==> src/sv/hisl_pkg.sv <==
// Shared commands, status codes and hash constants for the hashed id set.
package hisl_pkg;

   typedef logic [1:0] command_type;
   typedef logic [2:0] status_type;
   typedef logic [7:0] count_type;

   localparam command_type CMD_CLEAR  = 2'd0;
   localparam command_type CMD_INSERT = 2'd1;
   localparam command_type CMD_LOOKUP = 2'd2;

   localparam status_type ST_DONE     = 3'd0;
   localparam status_type ST_INSERTED = 3'd1;
   localparam status_type ST_PRESENT  = 3'd2;
   localparam status_type ST_FULL     = 3'd3;
   localparam status_type ST_ZERO_ID  = 3'd4;

   localparam logic [63:0] MIX_ADD   = 64'h9e3779b97f4a7c15;
   localparam logic [63:0] MIX_MUL_A = 64'hbf58476d1ce4e5b9;
   localparam logic [63:0] MIX_MUL_B = 64'h94d049bb133111eb;
   localparam logic [5:0]  MIX_SHIFT_A = 6'd30;
   localparam logic [5:0]  MIX_SHIFT_B = 6'd27;
   localparam logic [5:0]  MIX_SHIFT_C = 6'd31;

endpackage

==> src/sv/hisl_hash.sv <==
// Iterative 64-bit mixer with one shared 32x32 multiplier, reduced to a home slot.
module hisl_hash #(
   parameter int SLOT_COUNT = 256
) (
   input  logic                          clock,
   input  logic                          reset,
   input  logic                          start,
   input  logic [31:0]                   key,
   output logic                          done,
   output logic [$clog2(SLOT_COUNT)-1:0] home
);
   import hisl_pkg::*;

   localparam int IDX_W = $clog2(SLOT_COUNT);
   localparam bit IS_POW2 = (SLOT_COUNT & (SLOT_COUNT - 1)) == 0;
   // floor(2^32 / SLOT_COUNT): the quotient estimate it gives is at most one low
   localparam logic [31:0] MOD_RECIP = 32'((64'd1 << 32) / 64'(SLOT_COUNT));
   localparam logic [31:0] MOD_DIV   = 32'(SLOT_COUNT);

   localparam logic [2:0] H_IDLE = 3'd0;
   localparam logic [2:0] H_XOR  = 3'd1;
   localparam logic [2:0] H_MUL  = 3'd2;
   localparam logic [2:0] H_FIN  = 3'd3;
   localparam logic [2:0] H_MOD  = 3'd4;

   logic [2:0]       state_ff, state_in;
   logic [1:0]       round_ff, round_in;
   logic [1:0]       step_ff, step_in;
   logic [63:0]      z_ff, z_in;
   logic [63:0]      acc_ff, acc_in;
   logic [63:0]      prod_ff, prod_in;
   logic [IDX_W-1:0] rem_ff, rem_in;
   logic             done_ff, done_in;
   logic [IDX_W-1:0] home_ff, home_in;

   logic [31:0]    mul_a, mul_b;
   logic [63:0]    mul_c;
   logic [5:0]     shamt;
   logic [63:0]    mixed;
   logic [31:0]    mod_x, mod_r0, mod_r;

   always_comb begin
      // next remainder digit: previous remainder followed by the top 16 hash bits
      mod_x  = (32'(rem_ff) << 16) | {16'd0, z_ff[63:48]};
      mod_r0 = mod_x - prod_ff[31:0];
      mod_r  = (mod_r0 >= MOD_DIV) ? mod_r0 - MOD_DIV : mod_r0;
      mul_c = (round_ff == 2'd0) ? MIX_MUL_A : MIX_MUL_B;
      if (state_ff == H_MOD) begin
         mul_a = (step_ff == 2'd0) ? mod_x : prod_ff[63:32];
         mul_b = (step_ff == 2'd0) ? MOD_RECIP : MOD_DIV;
      end else begin
         mul_a = (step_ff == 2'd1) ? z_ff[63:32] : z_ff[31:0];
         mul_b = (step_ff == 2'd2) ? mul_c[63:32] : mul_c[31:0];
      end
      case (round_ff)
         2'd0:    shamt = MIX_SHIFT_A;
         2'd1:    shamt = MIX_SHIFT_B;
         default: shamt = MIX_SHIFT_C;
      endcase
      mixed = z_ff ^ (z_ff >> shamt);
   end

   always_comb begin
      state_in = state_ff;
      round_in = round_ff;
      step_in  = step_ff;
      z_in     = z_ff;
      acc_in   = acc_ff;
      prod_in  = prod_ff;
      rem_in   = rem_ff;
      done_in  = 1'b0;
      home_in  = home_ff;
      case (state_ff)
         H_IDLE: begin
            if (start) begin
               z_in     = {{32{key[31]}}, key} + MIX_ADD;
               round_in = 2'd0;
               state_in = H_XOR;
            end
         end
         H_XOR: begin
            z_in = mixed;
            if (round_ff == 2'd2) begin
               state_in = H_FIN;
            end else begin
               step_in  = 2'd0;
               state_in = H_MUL;
            end
         end
         H_MUL: begin
            // low 64 bits of the product: lo*lo, then the two cross terms into the high half
            prod_in = 64'(mul_a) * 64'(mul_b);
            step_in = step_ff + 2'd1;
            case (step_ff)
               2'd1:    acc_in = prod_ff;
               2'd2:    acc_in = {acc_ff[63:32] + prod_ff[31:0], acc_ff[31:0]};
               2'd3: begin
                  z_in     = {acc_ff[63:32] + prod_ff[31:0], acc_ff[31:0]};
                  round_in = round_ff + 2'd1;
                  state_in = H_XOR;
               end
               default: acc_in = acc_ff;
            endcase
         end
         H_FIN: begin
            if (IS_POW2) begin
               home_in  = z_ff[IDX_W-1:0];
               done_in  = 1'b1;
               state_in = H_IDLE;
            end else begin
               rem_in   = '0;
               round_in = 2'd0;
               step_in  = 2'd0;
               state_in = H_MOD;
            end
         end
         H_MOD: begin
            // one 16-bit digit per round: estimate the quotient, multiply back, correct
            prod_in = 64'(mul_a) * 64'(mul_b);
            step_in = step_ff + 2'd1;
            if (step_ff == 2'd2) begin
               rem_in   = mod_r[IDX_W-1:0];
               z_in     = z_ff << 16;
               step_in  = 2'd0;
               round_in = round_ff + 2'd1;
               if (round_ff == 2'd3) begin
                  home_in  = mod_r[IDX_W-1:0];
                  done_in  = 1'b1;
                  state_in = H_IDLE;
               end
            end
         end
         default: state_in = H_IDLE;
      endcase
   end

   always_ff @(posedge clock) begin
      if (reset) begin
         state_ff <= H_IDLE;
         done_ff  <= 1'b0;
      end else begin
         state_ff <= state_in;
         done_ff  <= done_in;
      end
      round_ff <= round_in;
      step_ff  <= step_in;
      z_ff     <= z_in;
      acc_ff   <= acc_in;
      prod_ff  <= prod_in;
      rem_ff   <= rem_in;
      home_ff  <= home_in;
   end

   assign done = done_ff;
   assign home = home_ff;

endmodule

==> config.mk <==
export PLATFORM = sky130hd
export DESIGN_NAME = hisl_hash
export DESIGN_NICKNAME = d
export VERILOG_FILES = /design/src/sv/hisl_pkg.sv /design/src/sv/hisl_hash.sv
export SDC_FILE = /design/constraint.sdc
export NUM_CORES = 2
export LEC_CHECK = 0
export BUFFER_PORTS_ARGS = -buffer_cell sky130_fd_sc_hd__buf_2
export CAP_MARGIN = 20
export CORE_MARGIN = 1.5
export CORE_UTILIZATION = 55
export DETAILED_ROUTE_END_ITERATION = 10
export PLACE_DENSITY = 0.84
export SETUP_SLACK_MARGIN = 0.3
export SYNTH_ARGS = -nofsm -noshare
export SYNTH_HDL_FRONTEND = slang
export SYNTH_SLANG_ARGS = --single-unit
==> constraint.sdc <==
create_clock -name clock -period 8.7 [get_ports clock]
set_clock_uncertainty 0.1 [all_clocks]
set_input_delay 0.87 -clock clock [delete_from_list [all_inputs] [get_ports clock]]
set_output_delay 0.87 -clock clock [all_outputs]
set_load 0.05 [all_outputs]
Word level (Yosys, flattened, before mapping)
Cells that the tools add are included.
{"block": "classes", "n_eq_ne": 15, "muxes": 33, "reduce_logical": 17, "div_mod_pow": 0, "n_lt_le_gt_ge": 1, "addsub": 6, "n_bitwise": 3, "shift": 1, "mul": 1}
{"op": "64-bit case mux with 4 select lines", "n": 1}
{"op": "64-bit 2-to-1 mux", "n": 3}
{"op": "32-bit 2-to-1 mux", "n": 5}
{"op": "64-bit case mux with 2 select lines", "n": 1}
{"op": "64-bit adder, second input constant", "n": 1}
{"op": "32-bit by 32-bit multiplier with 64-bit output", "n": 1}
{"op": "64-bit by 6-bit right shift with 64-bit output", "n": 1}
{"op": "64-bit XOR", "n": 1}
{"op": "62-bit 2-to-1 mux", "n": 1}
{"op": "32-bit adder", "n": 1}
{"op": "32-bit by 9-bit >= comparator with 1-bit output, second input constant", "n": 1}
{"op": "24-bit by 32-bit subtractor with 32-bit output", "n": 1}
{"op": "25-bit 2-to-1 mux", "n": 1}
{"op": "8-bit 2-to-1 mux", "n": 3}
{"op": "24-bit by 16-bit bitwise OR with 24-bit output", "n": 1}
{"op": "8-bit case mux with 2 select lines", "n": 1}
{"op": "3-bit 2-to-1 mux", "n": 4}
{"op": "2-bit case mux with 3 select lines", "n": 2}
{"op": "3-bit case mux with 4 select lines", "n": 1}
{"op": "4-bit AND reduction", "n": 3}
{"op": "2-bit 2-to-1 mux", "n": 5}
{"op": "2-bit equality test, second input constant", "n": 4}
{"op": "8-bit by 1-bit subtractor with 8-bit output, second input constant", "n": 1}
{"op": "3-bit by 2-bit equality test with 1-bit output, second input constant", "n": 2}
{"op": "other kinds (18)", "n": 31}
{"block": "totals", "mem_count": 0, "register_bits": 216, "mem_bits_ro": 0, "latchBits": 0, "elab_cells": 87, "ramBits": 0, "inputBits": 35}

Logic depth before layout (Yosys ltp)
{"block": "depth", "ltp_word": 7, "mapped_depth": 37, "ltp_nobuf": 33}

Worst setup path before layout
No wires, ideal clock.
{"block": "synth_timing", "kind": "register to register", "from": "register step_ff[1]", "to": "register prod_ff[60], data pin", "t_arrival_ns": 8.562, "setup_time_ns": 0.259, "path_slack_ns": -0.221, "path_stages_with_launch": 32, "cell_sequence": "edfxtp_1 -> inv_1 -> ha_1 -> clkbuf_1 -> buf_2 -> mux2i_1 -> inv_1 -> nand2_1 -> inv_1 -> nand2_1 -> o21ai_0 -> fa_1 -> fa_1 -> fa_1 -> inv_1 -> fa_1 -> inv_1 -> fa_1 -> fa_1 -> fa_1 -> fa_1 -> ha_1 -> clkbuf_1 -> a21oi_1 -> o21ai_1 -> o21ai_1 -> nor3_1 -> a21oi_1 -> o31a_1 -> nor3_1 -> a31oi_1 -> xnor2_1"}
{"block": "synth_between", "elab_chain_cells": 4, "word_cells_on_any_way": 10, "classes_between": "mul (1); eq/ne (2); mux (6); reduce/logical (1)"}
{"item": "start: declaration", "line": "hisl_hash.sv:28", "text": "logic [1:0] step_ff, step_in;"}
{"item": "start signal: assignment", "line": "hisl_hash.sv:146", "text": "step_ff <= step_in;"}
{"item": "2-bit by 1-bit equality test with 1-bit output (tied with other cells)", "line": "hisl_hash.sv:52", "text": "mul_a = (step_ff == 2'd1) ? z_ff[63:32] : z_ff[31:0];"}
{"item": "32-bit 2-to-1 mux (tied with other cells)", "line": "hisl_hash.sv:52"}
{"item": "32-bit 2-to-1 mux", "line": "hisl_hash.sv:48", "text": "if (state_ff == H_MOD) begin"}
{"item": "32-bit by 32-bit multiplier with 64-bit output *", "line": "hisl_hash.sv:92, hisl_hash.sv:119"}
{"item": "end signal: assignment", "line": "hisl_hash.sv:149", "text": "prod_ff <= prod_in;"}
{"item": "end: declaration", "line": "hisl_hash.sv:31", "text": "logic [63:0] prod_ff, prod_in;"}
Mark *: on every way between the ends. The rest lies on a longest branch, timed or not.
A chain may end at the register's enable or synchronous reset.

Worst setup path after layout
{"block": "layout_timing", "from": "register round_ff[0]", "to": "register prod_ff[62], data pin"}
{"block": "layout_between", "elab_chain_cells": 5}
{"item": "start: declaration", "line": "hisl_hash.sv:27", "text": "logic [1:0] round_ff, round_in;"}
{"item": "start signal: assignment", "line": "hisl_hash.sv:145", "text": "round_ff <= round_in;"}
{"item": "2-bit logical NOT", "line": "hisl_hash.sv:47", "text": "mul_c = (round_ff == 2'd0) ? MIX_MUL_A : MIX_MUL_B;"}
{"item": "62-bit 2-to-1 mux", "line": "hisl_hash.sv:47"}
{"item": "32-bit 2-to-1 mux", "line": "hisl_hash.sv:53", "text": "mul_b = (step_ff == 2'd2) ? mul_c[63:32] : mul_c[31:0];"}
{"item": "32-bit 2-to-1 mux", "line": "hisl_hash.sv:48"}
{"item": "32-bit by 32-bit multiplier with 64-bit output", "line": "hisl_hash.sv:92, hisl_hash.sv:119"}
Every way passes these cells.

==> results.md <==
Yosys:
- The share of synthesized area in the top cell type comes to 38.6%.
- The fraction of the yosys area taken by sequential cells is 15.0%.
- The number of distinct library cell variants in the gate-level netlist after synthesis is 81.
- The mean instance size in the synthesized netlist is 10.0 um^2.
- After synthesis, the share of flip-flops with an asynchronous set or reset is 0%.
- The cell area that synthesis handed to floorplanning was 41300 um^2.
- In this run, synthesis inferred 204 flip-flops with an integrated enable.
- The commonest register cell after synthesis is edfxtp_1.
- Synthesis produced a netlist with a net count of 5346.
- The largest area contributor in the synthesized netlist is fa_1.
- Yosys printed 0 warnings.
- The total of flip-flops plus latches after synthesis is 207.
- The cell count after synthesis is 4114.
- In the post-synthesis netlist, the biggest area contributors are fa_1 (39%), edfxtp_1 (15%), ha_1 (12%).

STA:
- Based on the critical path, the design can be clocked at up to 0.118 GHz.
- The worst relative slew slack is 32.4%.
- Setup repair after global routing could not meet its margin everywhere.
- The worst hold slack after final layout is 0.453 ns.
- The number of slew-limit violations in the final report is 0.
- The post-route minimum period is 8.47 ns.
- The number of endpoints failing setup at the final stage is 0.
- Of the available clock period, the critical path in the final layout requires 97.4%.
- The final number of hold-violating endpoints is 0.
- For the pin with the worst max-slew slack, the measured transition is 1.01 ns.

Route:
- The routed layout has 32171 vias.
- The post-detailed-route count of antenna-violating nets is 0.
- The number of DRC markers after the initial detailed-route iteration is 3946.
- The routed wire length is 143000 um.
- The first detailed-routing pass ran for 6 iterations.
- The average routed wire per standard cell is 26.4 um.
- The per-cell via count in the routed design is 5.94.
- The remaining routing DRC violations is 0.

Layout:
- The non-filler instance count after layout is 5419.
- From synthesis to final layout, the design area changed by 13.3%.
- The count of filler cells inserted in the layout is 5972.
- The share of final-layout standard cells stronger than drive strength 1 is 16.7%.
- The final layout net count is 5665.

Min path:
- The type of the worst min-delay path is reg -> reg.

Die:
- For this configuration, the core starts out at a cell density of 55.5%.
- From left edge to right edge, the die measures 277 um.
- The number of ports placed on the die boundary is 44.
- The overall die area is 76800 um^2.
- The core region area is 74400 um^2.
- The die height is 277 um.
- The number of rows in the core area is 100.

Clock network:
- The clock transition at the registers of the reported paths is 0.07 ns.
- CTS built an H-tree with a depth of 1.
- The number of CTS-inserted buffers is 19.
- The later pin in the worst-skew pair is clocked with a latency of 0.52 ns.
- In this run the deepest clock path goes through 3 buffers.
- The root buffer cell chosen for the clock tree is clkbuf_16.
- The number of sinks driven by the clock tree is 207.
- The TritonCTS clock tree is yes.

Critical path:
- The reg-to-reg critical path startpoint is round_ff[0].
- The start-to-end type of the worst setup path is reg -> reg.
- For the worst setup path, the data required time is 8.86 ns.
- In this run the register-to-register setup slack is 0.23 ns.
- On the worst path, the slowest cell contributes a delay of 0.55 ns.
- The worst reg-to-reg path cell count is 30.
- The critical path ends at prod_ff[62].
- The worst setup path is launched from a flop.
- The worst setup path is captured at a flop.
- The cell seen most often among critical-path stages is fa_1.
- The most critical setup path has its startpoint at round_ff[0].
- The data arrival time of the critical path is 8.63 ns.
- The endpoint identified for the worst register-to-register timing path is prod_ff[62].
- The highest-delay cell along the critical path is fa_1.
- The highest fanout seen on the critical path is 16.

Global route:
- Global routing used 37.5% of the available tracks across all layers.
- The number of antenna violations at the first check in global routing came to 7.
- The via count of the first global-routing pass is 33465.
- The total congestion overflow is 0.
- The global-route wire length before repair is 211000 um.
- The maximum number of pins on one net before global-route repair is 86.

Run status:
- The run finished with clean final reports.

Place:
- The post-placement cell count is 5357.
- The weighted congestion reported at the end of routability-driven placement is 1.10.
- Detailed placement finished with a half-perimeter wire length of 122000 um.
- The count of buffers added on input and output ports is 43.

Job:
- Across the run, the number of max-cap violations was 0.
-- metal layers --
| metal | track usage (%) | wire length, um | part of all wire (%) | up-vias |
|---|---|---|---|---|
| met5 | 0 | 60 | 0.042 | - |
| met4 | 25.5 | 12600 | 8.8 | 8 |
| met3 | 6.94 | 15700 | 11 | 514 |
| met2 | 56.6 | 62800 | 44 | 2077 |
| met1 | 49.6 | 52100 | 36 | 15982 |
| li1 | - | - | - | 13590 |
-- kinds of logic after synthesis --
kind of cell	count (synthesis)	share of synthesized area, %
adder cells (fa/ha/maj)	1197	50.7
buffers and inverters	1145	10.4
AND/OR/NAND/NOR	783	8.40
AO/OA/AOI/OAI	501	8.13
flip-flops	207	15.0
XOR/XNOR	181	3.84
multiplexers	100	3.53
-- cells in the final DEF, fill, tap and decap left out, types with 21 or more instances in the layout --
master,synthesis,routed
edfxtp_1,204,204
nand3_1,33,32
and2_1,37,37
a21o_1,64,64
nor2b_1,46,46
fa_1,797,784
ha_1,400,386
mux4_2,31,31
o21bai_1,28,27
nor2_1,299,258
nand2_1,257,248
buf_4,0,364
a221oi_1,36,32
a21oi_1,151,131
o21ai_0,65,49
inv_1,1009,988
inv_2,2,21
xor2_1,82,80
xnor2_1,99,91
buf_2,3,43
nor2_2,0,27
mux2_2,54,38
-- registers in the layout (all words and copies together), names as in the netlist --
signal    flops
acc_ff       64
state_ff      2
home          8
z_ff         64
round_ff      2
done          1
step_ff       2
prod_ff      64
-- cells in the mapped netlist (all sizes together), types with 28 or more instances --
cell and count:
fa 797, nor2 299, nand3 33, mux2 54, a21oi 152, o21bai 28
clkbuf 114, nor2b 46, ha 400, nand2 257, xnor2 99, mux4 31
inv 1011, edfxtp 204, a21o 66, o21ai 83, a221oi 36, and2 38
xor2 82
-- repair_timing --
item,in CTS,in global routing
cloned,1,1
buffers inserted,10,12
endpoints found under the setup margin,30,36
gates resized for setup,96,131
hold buffers,0,0
pin swaps,16,31
-- critical path: cells and delay by family (launching register included) --
family / cells / cell delay [ns]
compound gates: 4 / 0.83
xor+xnor: 1 / 0.16
fa+ha+maj: 10 / 4.40
buf+inv: 9 / 1.10
flops: 1 / 0.39
simple gates: 6 / 1.22
-- worst min-delay path by stage --
stage	start	endpoint	slack, ns	cells after the start
after floorplan	z_ff[6]	home[6]	0.37	0
after global placement	z_ff[6]	home[6]	0.41	0
after detailed placement	z_ff[6]	home[6]	0.42	0
after CTS	z_ff[6]	home[6]	0.44	0
after global routing	z_ff[6]	home[6]	0.46	0
final	z_ff[6]	home[6]	0.45	0
-- through the flow --
stage / util (%) / instance area, um^2 / setup TNS (ns) / worst slack (ns)
final: 62.9 / 46800 / 0 / 0.230
after global routing: 62.9 / 46800 / 0 / 0.0291
after detailed placement: 60.7 / 45200 / -0.450 / -0.0816
after CTS: 62.1 / 46200 / 0 / 0.258
after global placement: 60.7 / 45200 / -0.224 / -0.0783
after floorplan: - / 41400 / 0 / 0.272
-- cell type report --
| cell class | count | area, um^2 | share of cell area (%) |
|---|---|---|---|
| inverters | 1019 | 3840 | 8.20 |
| well taps | 969 | 1210 | 2.59 |
| flip-flops and latches | 207 | 6190 | 13.2 |
| clock buffers | 24 | 514 | 1.10 |
| diodes | 4 | 10.0 | 0.0214 |
| multi-input cells | 2763 | 31700 | 67.8 |
| repair buffers | 423 | 3240 | 6.93 |
| clock inverters | 10 | 76.3 | 0.163 |
Power is not shown: default switching activity piles up to over one toggle a cycle in this logic, so the estimate is an artifact.
